[config.mk]
export PLATFORM = sky130hd
export DESIGN_NAME = int32_to_decimal_ascii
export DESIGN_NICKNAME = d
export VERILOG_FILES = /design/src/rtl/i2dasc_pkg.sv /design/src/rtl/int32_to_decimal_ascii.sv
export VERILOG_INCLUDE_DIRS = /design/src /design/src/rtl
export SDC_FILE = /design/constraint.sdc
export NUM_CORES = 1
export LEC_CHECK = 0
export BUFFER_PORTS_ARGS = -buffer_cell sky130_fd_sc_hd__buf_2
export CAP_MARGIN = 5
export CORE_MARGIN = 8
export CORE_UTILIZATION = 45
export DETAILED_ROUTE_END_ITERATION = 8
export MAX_ROUTING_LAYER = met4
export PLACE_DENSITY = 0.7
export SYNTH_ARGS = -nofsm -noshare
export SYNTH_HDL_FRONTEND = slang
export SYNTH_SLANG_ARGS = --single-unit
export TNS_END_PERCENT = 100
[constraint.sdc]
create_clock -name clk_i -period 7.8 [get_ports clk_i]
set_input_delay 1.17 -clock clk_i [delete_from_list [all_inputs] [get_ports clk_i]]
set_output_delay 1.17 -clock clk_i [all_outputs]
set_load 0.01 [all_outputs]
[src/rtl/assert_macros.svh]
// ----------------------------------------------------------------------------
// Assertion macros
// Shorthands for clocked concurrent assertions with an active-low reset.
// ----------------------------------------------------------------------------
`ifndef ASSERT_MACROS_SVH
`define ASSERT_MACROS_SVH

// The consequent must hold in the same cycle as the antecedent.
`define ASSERT_SAME(lbl, ante, cons) \
  lbl: assert property (@(posedge clk_i) disable iff (!rst_ni) (ante) |-> (cons)) \
    else $error("assertion failed");

// The consequent must hold in the cycle after the antecedent.
`define ASSERT_NEXT(lbl, ante, cons) \
  lbl: assert property (@(posedge clk_i) disable iff (!rst_ni) (ante) |=> (cons)) \
    else $error("assertion failed");

`endif

[src/rtl/i2dasc_pkg.sv]
// ----------------------------------------------------------------------------
// i2dasc_pkg
// Types, constants and the BCD correction function for the decimal converter.
// ----------------------------------------------------------------------------
package i2dasc_pkg;

  localparam int unsigned ValueW  = 32;
  localparam int unsigned CharW   = 7;
  localparam int unsigned NDigits = 10;
  localparam int unsigned BcdW    = 4 * NDigits;

  localparam logic [CharW-1:0] CharZero  = 7'd48;
  localparam logic [CharW-1:0] CharMinus = 7'd45;

  typedef enum logic [2:0] {
    StIdle = 3'b001,
    StConv = 3'b010,
    StEmit = 3'b100
  } state_e;

  // Adds three to every BCD digit that is five or more, ahead of a shift.
  function automatic logic [BcdW-1:0] dabble_adj(input logic [BcdW-1:0] b);
    logic [BcdW-1:0] r;
    r = b;
    for (int i = 0; i < NDigits; i++) begin
      if (b[4*i +: 4] >= 4'd5) begin
        r[4*i +: 4] = b[4*i +: 4] + 4'd3;
      end
    end
    return r;
  endfunction

endpackage

[src/rtl/int32_to_decimal_ascii.sv]
// ----------------------------------------------------------------------------
// int32_to_decimal_ascii
// Renders a signed 32-bit integer as decimal ASCII text, one character per item.
// ----------------------------------------------------------------------------
// One number is taken at a time. After the input item is accepted, the magnitude
// is shifted bit by bit into a ten-digit BCD register (shift-and-add-3), then the
// ten digit positions are walked one per cycle, a digit being held while the output
// cannot take it: leading zeros are dropped, the sign goes out alongside, and each
// remaining digit is sent most significant first, with tlast on the final one.
// A negative number of ten digits has no leading zero to drop, so its sign goes
// out on its own before the first digit. The output register lets the next number
// enter while the last character still waits. Zero gives "0" and the most negative
// value gives "-2147483648".
module int32_to_decimal_ascii
  import i2dasc_pkg::*;
(
  input  logic        clk_i,
  input  logic        rst_ni,
  input  logic        s_axis_tvalid_i,
  output logic        s_axis_tready_o,
  input  logic [31:0] s_axis_tdata_i,   // [31:0] value
  output logic        m_axis_tvalid_o,
  input  logic        m_axis_tready_i,
  output logic [7:0]  m_axis_tdata_o,   // [6:0] char_code, [7] zero fill
  output logic        m_axis_tlast_o    // last
);

  `include "assert_macros.svh"

  state_e            state_q, state_d;
  logic [ValueW-1:0] mag_q, mag_d;
  logic [BcdW-1:0]   bcd_q, bcd_d;
  logic [4:0]        bit_cnt_q, bit_cnt_d;
  logic [3:0]        dig_cnt_q, dig_cnt_d;
  logic              sign_pend_q, sign_pend_d;
  logic              started_q, started_d;
  logic              out_valid_q, out_valid_d;
  logic [CharW-1:0]  out_char_q, out_char_d;
  logic              out_last_q, out_last_d;

  logic              in_acc;
  logic              slot_free;
  logic              lead_zero;
  logic [3:0]        top_digit;
  logic [BcdW-1:0]   bcd_adj;

  assign s_axis_tready_o = (state_q == StIdle);
  assign in_acc          = s_axis_tvalid_i && s_axis_tready_o;
  assign slot_free       = !out_valid_q || m_axis_tready_i;
  assign top_digit       = bcd_q[BcdW-1 -: 4];
  assign lead_zero       = !started_q && (top_digit == 4'd0) && (dig_cnt_q != 4'd1);
  assign bcd_adj         = dabble_adj(bcd_q);

  always_comb begin
    state_d     = state_q;
    mag_d       = mag_q;
    bcd_d       = bcd_q;
    bit_cnt_d   = bit_cnt_q;
    dig_cnt_d   = dig_cnt_q;
    sign_pend_d = sign_pend_q;
    started_d   = started_q;
    out_valid_d = out_valid_q && !m_axis_tready_i;
    out_char_d  = out_char_q;
    out_last_d  = out_last_q;

    unique case (state_q)
      StIdle: begin
        if (in_acc) begin
          mag_d       = s_axis_tdata_i[31] ? (~s_axis_tdata_i + 32'd1) : s_axis_tdata_i;
          sign_pend_d = s_axis_tdata_i[31];
          bcd_d       = '0;
          bit_cnt_d   = '0;
          state_d     = StConv;
        end
      end
      StConv: begin
        bcd_d     = {bcd_adj[BcdW-2:0], mag_q[ValueW-1]};
        mag_d     = {mag_q[ValueW-2:0], 1'b0};
        bit_cnt_d = bit_cnt_q + 5'd1;
        if (bit_cnt_q == 5'd31) begin
          dig_cnt_d = 4'(NDigits);
          started_d = 1'b0;
          state_d   = StEmit;
        end
      end
      StEmit: begin
        if (sign_pend_q && slot_free) begin
          out_valid_d = 1'b1;
          out_char_d  = CharMinus;
          out_last_d  = 1'b0;
          sign_pend_d = 1'b0;
        end
        if (lead_zero) begin
          bcd_d     = {bcd_q[BcdW-5:0], 4'd0};
          dig_cnt_d = dig_cnt_q - 4'd1;
        end else if (!sign_pend_q && slot_free) begin
          out_valid_d = 1'b1;
          out_char_d  = CharZero + {3'd0, top_digit};
          out_last_d  = (dig_cnt_q == 4'd1);
          started_d   = 1'b1;
          bcd_d       = {bcd_q[BcdW-5:0], 4'd0};
          dig_cnt_d   = dig_cnt_q - 4'd1;
          if (dig_cnt_q == 4'd1) begin
            state_d = StIdle;
          end
        end
      end
      default: begin
        state_d = StIdle;
      end
    endcase
  end

  always_ff @(posedge clk_i or negedge rst_ni) begin
    if (!rst_ni) begin
      state_q     <= StIdle;
      bit_cnt_q   <= '0;
      dig_cnt_q   <= '0;
      sign_pend_q <= 1'b0;
      started_q   <= 1'b0;
      out_valid_q <= 1'b0;
    end else begin
      state_q     <= state_d;
      bit_cnt_q   <= bit_cnt_d;
      dig_cnt_q   <= dig_cnt_d;
      sign_pend_q <= sign_pend_d;
      started_q   <= started_d;
      out_valid_q <= out_valid_d;
    end
  end

  always_ff @(posedge clk_i) begin
    mag_q      <= mag_d;
    bcd_q      <= bcd_d;
    out_char_q <= out_char_d;
    out_last_q <= out_last_d;
  end

  assign m_axis_tvalid_o = out_valid_q;
  assign m_axis_tdata_o  = {1'b0, out_char_q};
  assign m_axis_tlast_o  = out_last_q;

  `ASSERT_SAME(a_char_legal, m_axis_tvalid_o,
    (out_char_q == CharMinus) || ((out_char_q >= CharZero) && (out_char_q <= 7'd57)))
  `ASSERT_SAME(a_minus_not_last, m_axis_tvalid_o && (out_char_q == CharMinus),
    !m_axis_tlast_o)
  `ASSERT_SAME(a_emit_digits_left, state_q == StEmit, dig_cnt_q != 4'd0)
  `ASSERT_NEXT(a_conv_runs, (state_q == StConv) && (bit_cnt_q != 5'd31),
    state_q == StConv)

endmodule

==> out/metrics.yaml, run 1 <==
slowest_stage: "inv_1"
clock_sinks: 95
synth_cell_types: 50
layout_setup_ws_ns: 4.774
max_freq_mhz: 330.5
netlist_area_sq_mm: 0.005655
max-slew-margin-rel_pct: 49.41
cts_tree: "done"
track_usage_pct: 15.47
cts_root_buf: "clkbuf_16"
synth_edf_count: 80
wl_per_cell_um: 14.92
grt_first_pass_wirelength_mm: 20.20
gp_congestion: 0.8325
power_leakage_nw: 2.355
irDropWorstVdd_mv: 0.1778
clkSlewWorstSetupHoldPaths_ns: 0.07
worst_slew_pin_slew_ns: 0.7530
dp_hpwl_mm: 8.346
multi_input_area_sq_mm: 0.002685
grt_pass1_vias: 4487
ctsHoldBuffers: 0
postCtsResizedCells: 0
worstSetupPathType: "reg2reg"
synth_nets: 629
fin_crit_sh_pct: 38.80
synth_seq_area_share_pct: 49.14
hp-class: "reg2reg"
hold_violations: 0
cp-start-kind: "flop"
async_reset_ff_share_pct: 15.79
h-tree-depth: 3
portBuffers: 45
core_area_sq_mm: 0.01247
yosys_warnings: 0
post-synth-top-area-fraction_pct: 42.48
crit_required_ns: 7.78
ios: 47
cp-end-kind: "flop"
vias_per_cell: 5.526
postCtsSetupBuffers: 0
rsz0062_at_grt: "no"
clock_power_share_pct: 20.0
combPwrFrac_pct: 33.6
arrival_ns: 3.00
crit_top_cell: "buf_4"
setup_viol: 0
dp_slack_ns: 4.529
fillers: 1146
power.internal_w: 0.001267
synth.avg_cell_area_sq_um: 9.974
antenna_found_initial: 0
vias: 4327
nNetsFinal: 668
post_route_cells_drive_above_1_share_pct: 12.60
setup_tns_ns: 0
synth.area.top_cells: "edfxtp_1 (42%), dfrtp_1 (6.2%), ha_1 (5.8%), o21ai_0 (5.0%), xor2_1 (4.6%)"
fin_skew_ns: 0.007400
ant_nets: 0
synthToLayoutAreaGrowth_pct: 11.97
syn-instance-count: 567
grt_overflow: 0
fin_crit_ns: 3.026
grt_max_degree: 73
path_cells: "nand2_1 > inv_1 > buf_4 > nor2_1 > a31oi_4 > buf_4"
antenna_cells: 0
drv_cap: 0
synth_ff_type: "edfxtp_1"
wirelength_mm: 11.68
max_stage_delay_ns: 0.58
power_density_mw_per_mm2: 315.2
power_frac_seq_pct: 46.4
num_rows: 41
die-area_sq_mm: 0.01641
synth-seq-cells: 95
clockBufferDepth: 2
clk_latency_ns: 0.34
regArea_sq_mm: 0.002779
drt_iter0_markers: 280
yosysTopAreaCell: "edfxtp_1"
p_sw_w: 0.0007287
first_pass_iters: 4
status: "complete, no violations"
die_y_um: 128.1
route.detailed.drc: 0
swShare_pct: 36.51
critical_path.max_fanout: 40
start_util_pct: 45.37
cts_buffers: 9
die_w_um: 128.1
slew_viol_final: 0
[cell families after synthesis]
group                      synth area share, %
AOI/OAI and AO/OA                        18.87
muxes                                   0.5310
xor gates and xnor gates                 6.349
and+or+nand+nor                          15.49
DFF                                      49.14
adders and majority gates                5.752
buffers and inverters                    3.805
other                                  0.06631
[cell usage after synthesis (all sizes together) (2+ instances only)]
cell type and instances:
or3b 3, or2 2, edfxtp 80, nor4 9
nor3 6, inv 31, xnor2 11, clkbuf 17
nand3b 2, o41ai 9, nor3b 11, a21oi 46
ha 26, mux2i 3, dfrtp 14, o211ai 2
or4 3, or3 2, a22o 10, o31ai 10
nor2 41, nand4 4, buf 6, o32ai 9
nand2b 14, nor2b 8, and2 4, a22oi 6
xor2 30, o22ai 11, o21ai 66, nand2 57
a31oi 2, and3 2, nand3 4
[routing by layer]
layer | wire (um) | track usage, %
met4 | 84 | 5.524
met5 | 0 | -
met3 | 392 | 3.120
met1 | 5481 | 18.52
met2 | 5721 | 25.45
[worst paths after layout]
check	depth (start not counted)	to	startpoint	slack, ns
setup / recovery	6	bcd_q[23]	state_q[2]	4.77
max in group asynchronous	1	state_q[0]	rst_ni	6.77
min in group asynchronous	1	m_axis_tvalid_o	rst_ni	0.73
hold reg to reg	1	dig_cnt_q[3]	dig_cnt_q[3]	0.48
hold / removal	1	dig_cnt_q[3]	dig_cnt_q[3]	0.48
setup reg to reg	6	bcd_q[23]	state_q[2]	4.77
[worst max-delay path: cells and delay by family, from the launching register on]
family / cells / cell delay [ns]
and+or+nand+nor: 2 / 0.57
buffers and inverters: 3 / 1.44
DFF: 1 / 0.48
AOI/OAI and AO/OA: 1 / 0.16
[layout by cell type (no fill, tap or decap), types with 4 or more instances in the layout]
master     count
o41ai_1        7
dfrtp_1       14
o21ai_0       56
buf_2         45
a22oi_1        6
nor3_1         6
nor2b_1        8
nor4_1         7
o32ai_1        9
nand2b_1      14
o31ai_1       10
o22ai_1       11
o21ai_1        9
xnor2_1       11
buf_4          6
and2_1         4
nand4_1        4
edfxtp_1      80
nand2_1       57
nand3_1        4
nor3b_1       10
ha_1          26
a22o_1        10
inv_1         31
a21oi_1       46
clkbuf_16      9
xor2_1        30
nor2_1        41
[final cells by class]
cell class,count,area share [%]
flip-flops and latches,95,43.88
multi-input cells,418,42.40
repair buffers,51,4.268
clock buffers,10,3.616
well taps,172,3.399
inverters,31,1.838
clock inverters,6,0.5928
[stage by stage]
stage | cells | area [sq um] | utilization, % | power, W | hold WS, ns
final | 783 | 6332 | 50.80 | 0.001996 | 0.4768
after floorplan | 567 | 5655 | - | 0.001415 | 0.4443
after global routing | 783 | 6332 | 50.80 | 0.002147 | 0.4994
after detailed placement | 767 | 6066 | 48.66 | 0.001609 | 0.4673
after CTS | 783 | 6332 | 50.80 | 0.002014 | 0.4758
after global placement | 767 | 6066 | 48.66 | 0.001568 | 0.4651
[power groups by stage]
| stage | Sequential (W) | Clock [W] | Combinational, W |
|---|---|---|---|
| 2_1_floorplan | 0.000904 | 0 | 0.000511 |
| 5_1_grt | 0.000951 | 0.000428 | 0.000768 |
| 4_1_cts | 0.000926 | 0.000410 | 0.000678 |
| 3_5_place_dp | 0.000935 | 0 | 0.000673 |
| 3_3_place_gp | 0.000925 | 0 | 0.000643 |
| 6_report | 0.000926 | 0.000399 | 0.000671 |
[registers in the layout, summed over array words and instances, names as in the netlist, 3 cells and up, named ones only]
| register | cells |
|---|---|
| bit_cnt_q | 5 |
| dig_cnt_q | 4 |
| bcd_q | 40 |
| out_char_q | 6 |
| mag_q | 32 |
| state_q | 3 |
(Power assumes the default switching activity.)
==> run 2: changes to the inputs <==
--- a/config.mk
+++ b/config.mk
@@ -6,6 +6,7 @@
 export SDC_FILE = /design/constraint.sdc
 export NUM_CORES = 1
 export LEC_CHECK = 0
+export ABC_AREA = 1
 export BUFFER_PORTS_ARGS = -buffer_cell sky130_fd_sc_hd__buf_2
 export CAP_MARGIN = 5
 export CORE_MARGIN = 8
==> constraint.sdc (replaced) <==
create_clock -name clk_i -period 3 [get_ports clk_i]
set_input_delay 0.45 -clock clk_i [delete_from_list [all_inputs] [get_ports clk_i]]
set_output_delay 0.45 -clock clk_i [all_outputs]
set_load 0.01 [all_outputs]
==> run 2 against run 1 <==
Core utilization about the same. Via count up 14%. Synthesized cell count up 29%. Largest cell class unchanged. Largest power group unchanged. Highest routed layer unchanged.
==> out/metrics.yaml, run 2 <==
syn-instance-count: 733  # +29%
ios: 47  # unchanged
first_pass_iters: 4  # unchanged
r2r-end: "bcd_q[8]"
hold_violations: 0  # unchanged
met3_usage_pct: 2.597  # -0.52 points
cp-start-kind: "flop"
start_util_pct: 45.45  # +0.081 points
yosysTopAreaCell: "edfxtp_1"
yosysMostFrequentCell: "nand2_1"
route.detailed.drc: 0  # unchanged
irDropWorstVdd_mv: 0.4679  # +160%
cts_buffers: 9  # unchanged
final_cell_mix: "nand2_1 (163), nor2_1 (96), inv_1 (92)"
critical_path.max_fanout: 40  # unchanged
synthToLayoutAreaGrowth_pct: 11.77
portBuffers: 45  # unchanged
drt_iter0_markers: 385  # +38%
ant_nets: 0  # unchanged
cp-endpoint: "bcd_q[8]"
antenna_found_initial: 0  # unchanged
largest_reg_flops: 40  # unchanged
synth_cell_types: 39  # -22%
final_common_cell: "nand2_1"
nNetsFinal: 837  # +25%
grt_pass1_vias: 4699  # +4.7%
grt_first_pass_wirelength_mm: 21.74  # +7.7%
setup_tns_ns: 0  # unchanged
setup_viol: 0  # unchanged
synth_edf_count: 80  # unchanged
synth_seq_area_share_pct: 46.92  # -2.2 points
synth_nets: 795  # +26%
synth_ff_type: "edfxtp_1"
cts_tree: "done"
grt_overflow: 0  # unchanged
post_route_cells_drive_above_1_share_pct: 10.26  # -2.3 points
ctsHoldBuffers: 0  # unchanged
worstSetupPathType: "reg2reg"
netlist_area_sq_mm: 0.005923  # +4.7%
dp_hpwl_mm: 8.973  # +7.5%
power_density_mw_per_mm2: 957.4  # +200%
gp_congestion: 0.8774  # +5.4%
h-tree-depth: 3  # unchanged
wirelength_mm: 12.76  # +9.2%
postCtsResizedCells: 0  # unchanged
async_reset_ff_share_pct: 15.79  # unchanged
hp-class: "in2async"
vias: 4922  # +14%
die_y_um: 130.7  # +2.0%
arrival_ns: 2.21  # -0.79 ns
clkSlewWorstSetupHoldPaths_ns: 0.07  # about the same
startpoint: "bcd_q[36]"
synth.area.top_cells: "edfxtp_1 (41%), nand2_1 (10%), nor2_1 (6.1%), dfrtp_1 (5.9%), inv_1 (5.8%)"
grt-busiest-layer: "met2"
cts_root_buf: "clkbuf_16"
gr-usage-met1_pct: 20.95  # +2.4 points
track_usage_pct: 16.37  # +0.90 points
die_w_um: 130.7  # +2.0%
num_rows: 42  # +2.4%
worst_slew_pin_slew_ns: 0.6932  # -0.05984 ns
drv_cap: 0  # unchanged
layout_setup_ws_ns: 0.7780  # -3.996 ns
fin_skew_ns: 0.008625  # +0.001225 ns
status: "complete, no violations"
r2r-start: "bcd_q[36]"
fillers: 1301  # +14%
clock_sinks: 95  # unchanged
top_regs: "bcd_q x40, mag_q x32, out_char_q x6"
core_area_sq_mm: 0.01303  # +4.5%
synthTopCellsByCount: "nand2_1 (163), nor2_1 (97), inv_1 (92)"
postCtsSetupBuffers: 0  # unchanged
power_leakage_nw: 2.922  # +24%
clockBufferDepth: 2  # unchanged
r2r_setup_slack_ns: 0.78  # -4.00 ns
reg2reg_depth: 9  # +3
grtUsageMet2_pct: 25.61  # +0.16 points
top_register: "bcd_q"
slew_viol_final: 0  # unchanged
rsz0062_at_grt: "no"
clk_latency_ns: 0.35  # about the same
max-slew-margin-rel_pct: 53.72  # +4.3 points
vias_per_cell: 5.149  # -6.8%
antenna_cells: 0  # unchanged
synth.avg_cell_area_sq_um: 8.081  # -19%
dp_slack_ns: 0.7837  # -3.746 ns
yosys_warnings: 0  # unchanged
cp-end-kind: "flop"
crit_required_ns: 2.99  # -4.79 ns
fin_crit_ns: 2.222  # -0.8041 ns
fin_crit_sh_pct: 74.07  # +35 points
max_freq_mhz: 450.0  # +36%
grt_max_degree: 46  # -37%
synth-seq-cells: 95  # unchanged
wl_per_cell_um: 13.35  # -11%
die-area_sq_mm: 0.01709  # +4.1%
post-synth-top-area-fraction_pct: 40.56  # -1.9 points
[run 2: changes by cell type after synthesis, moves of 11 or more]
cell      previous run  this run
nand2b_1            14         0
xor2_1              30        17
a21oi_1             46        30
nor3b_1             11         0
nand2_1             57       163
nand3_1              4        64
inv_1               31        92
o21ai_1             10        25
nor2_1              41        97
[run 2: worst min path at each step]
stage | startpoint | endpoint | depth (start not counted)
after floorplan | rst_ni | bit_cnt_q[0] | 0
after global placement | rst_ni | m_axis_tvalid_o | 1
after detailed placement | rst_ni | started_q | 1
after CTS | rst_ni | dig_cnt_q[0] | 1
after global routing | rst_ni | started_q | 1
final | rst_ni | started_q | 1
[run 2: worst max-delay path, cell delays in order, from the launching register on]
cell,delay [ns]
edfxtp_1,0.44
inv_1,0.11
ha_1,0.15
nand3_1,0.08
nor2_1,0.11
o21ai_2,0.12
nand2_2,0.14
o21ai_0,0.15
nor2_4,0.10
buf_4,0.45
[run 2: metal layers]
layer  up-vias  share of wire, %
met2        95                46
met5         -                 0
met4         0               1.2
li1       2549                 -
met1      2266                48
met3        12               4.1
[run 2: metrics by stage]
| step | utilization [%] | instances | instance area, sq um | hold slack, ns | power [W] |
|---|---|---|---|---|---|
| 6_report | 50.80 | 956 | 6620 | 0.003755 | 0.006338 |
| 5_1_grt | 50.80 | 956 | 6620 | 0.03139 | 0.006889 |
| 4_1_cts | 50.80 | 956 | 6620 | 0.01091 | 0.006384 |
| 3_5_place_dp | 48.64 | 940 | 6339 | 0.3852 | 0.005235 |
| 3_3_place_gp | 48.64 | 940 | 6339 | 0.3829 | 0.005177 |
| 2_1_floorplan | - | 733 | 5926 | 0.1544 | 0.004528 |
[run 2: final cells by class]
class                   instances  area [sq um]  share of cell area [%]
repair buffers                 51         282.8                   4.271
flip-flops and latches         95          2779                   41.98
clock buffers                  11         232.7                   3.515
inverters                      95         356.6                   5.387
clock inverters                 5         48.80                  0.7371
multi-input cells             523          2700                   40.79
well taps                     176         220.2                   3.326
[run 2: logic make-up after synthesis]
family          after synthesis  synth area share (%)
simple gates                346                 24.46
compound gates              132                 12.78
buf+inv                     115                 7.626
flops                        95                 46.92
fa+ha+maj                    26                 5.492
xor+xnor                     18                 2.662
other cells                   1               0.06331
[run 2: report_power, final]
group	internal, W	total [W]	switching (W)	leakage, nW
clock	0.000639	0.00113	0.000496	0.132
sequential	0.00233	0.00268	0.000351	0.954
combinational	0.000787	0.00252	0.00173	1.84
total	0.00376	0.00634	0.00258	2.92
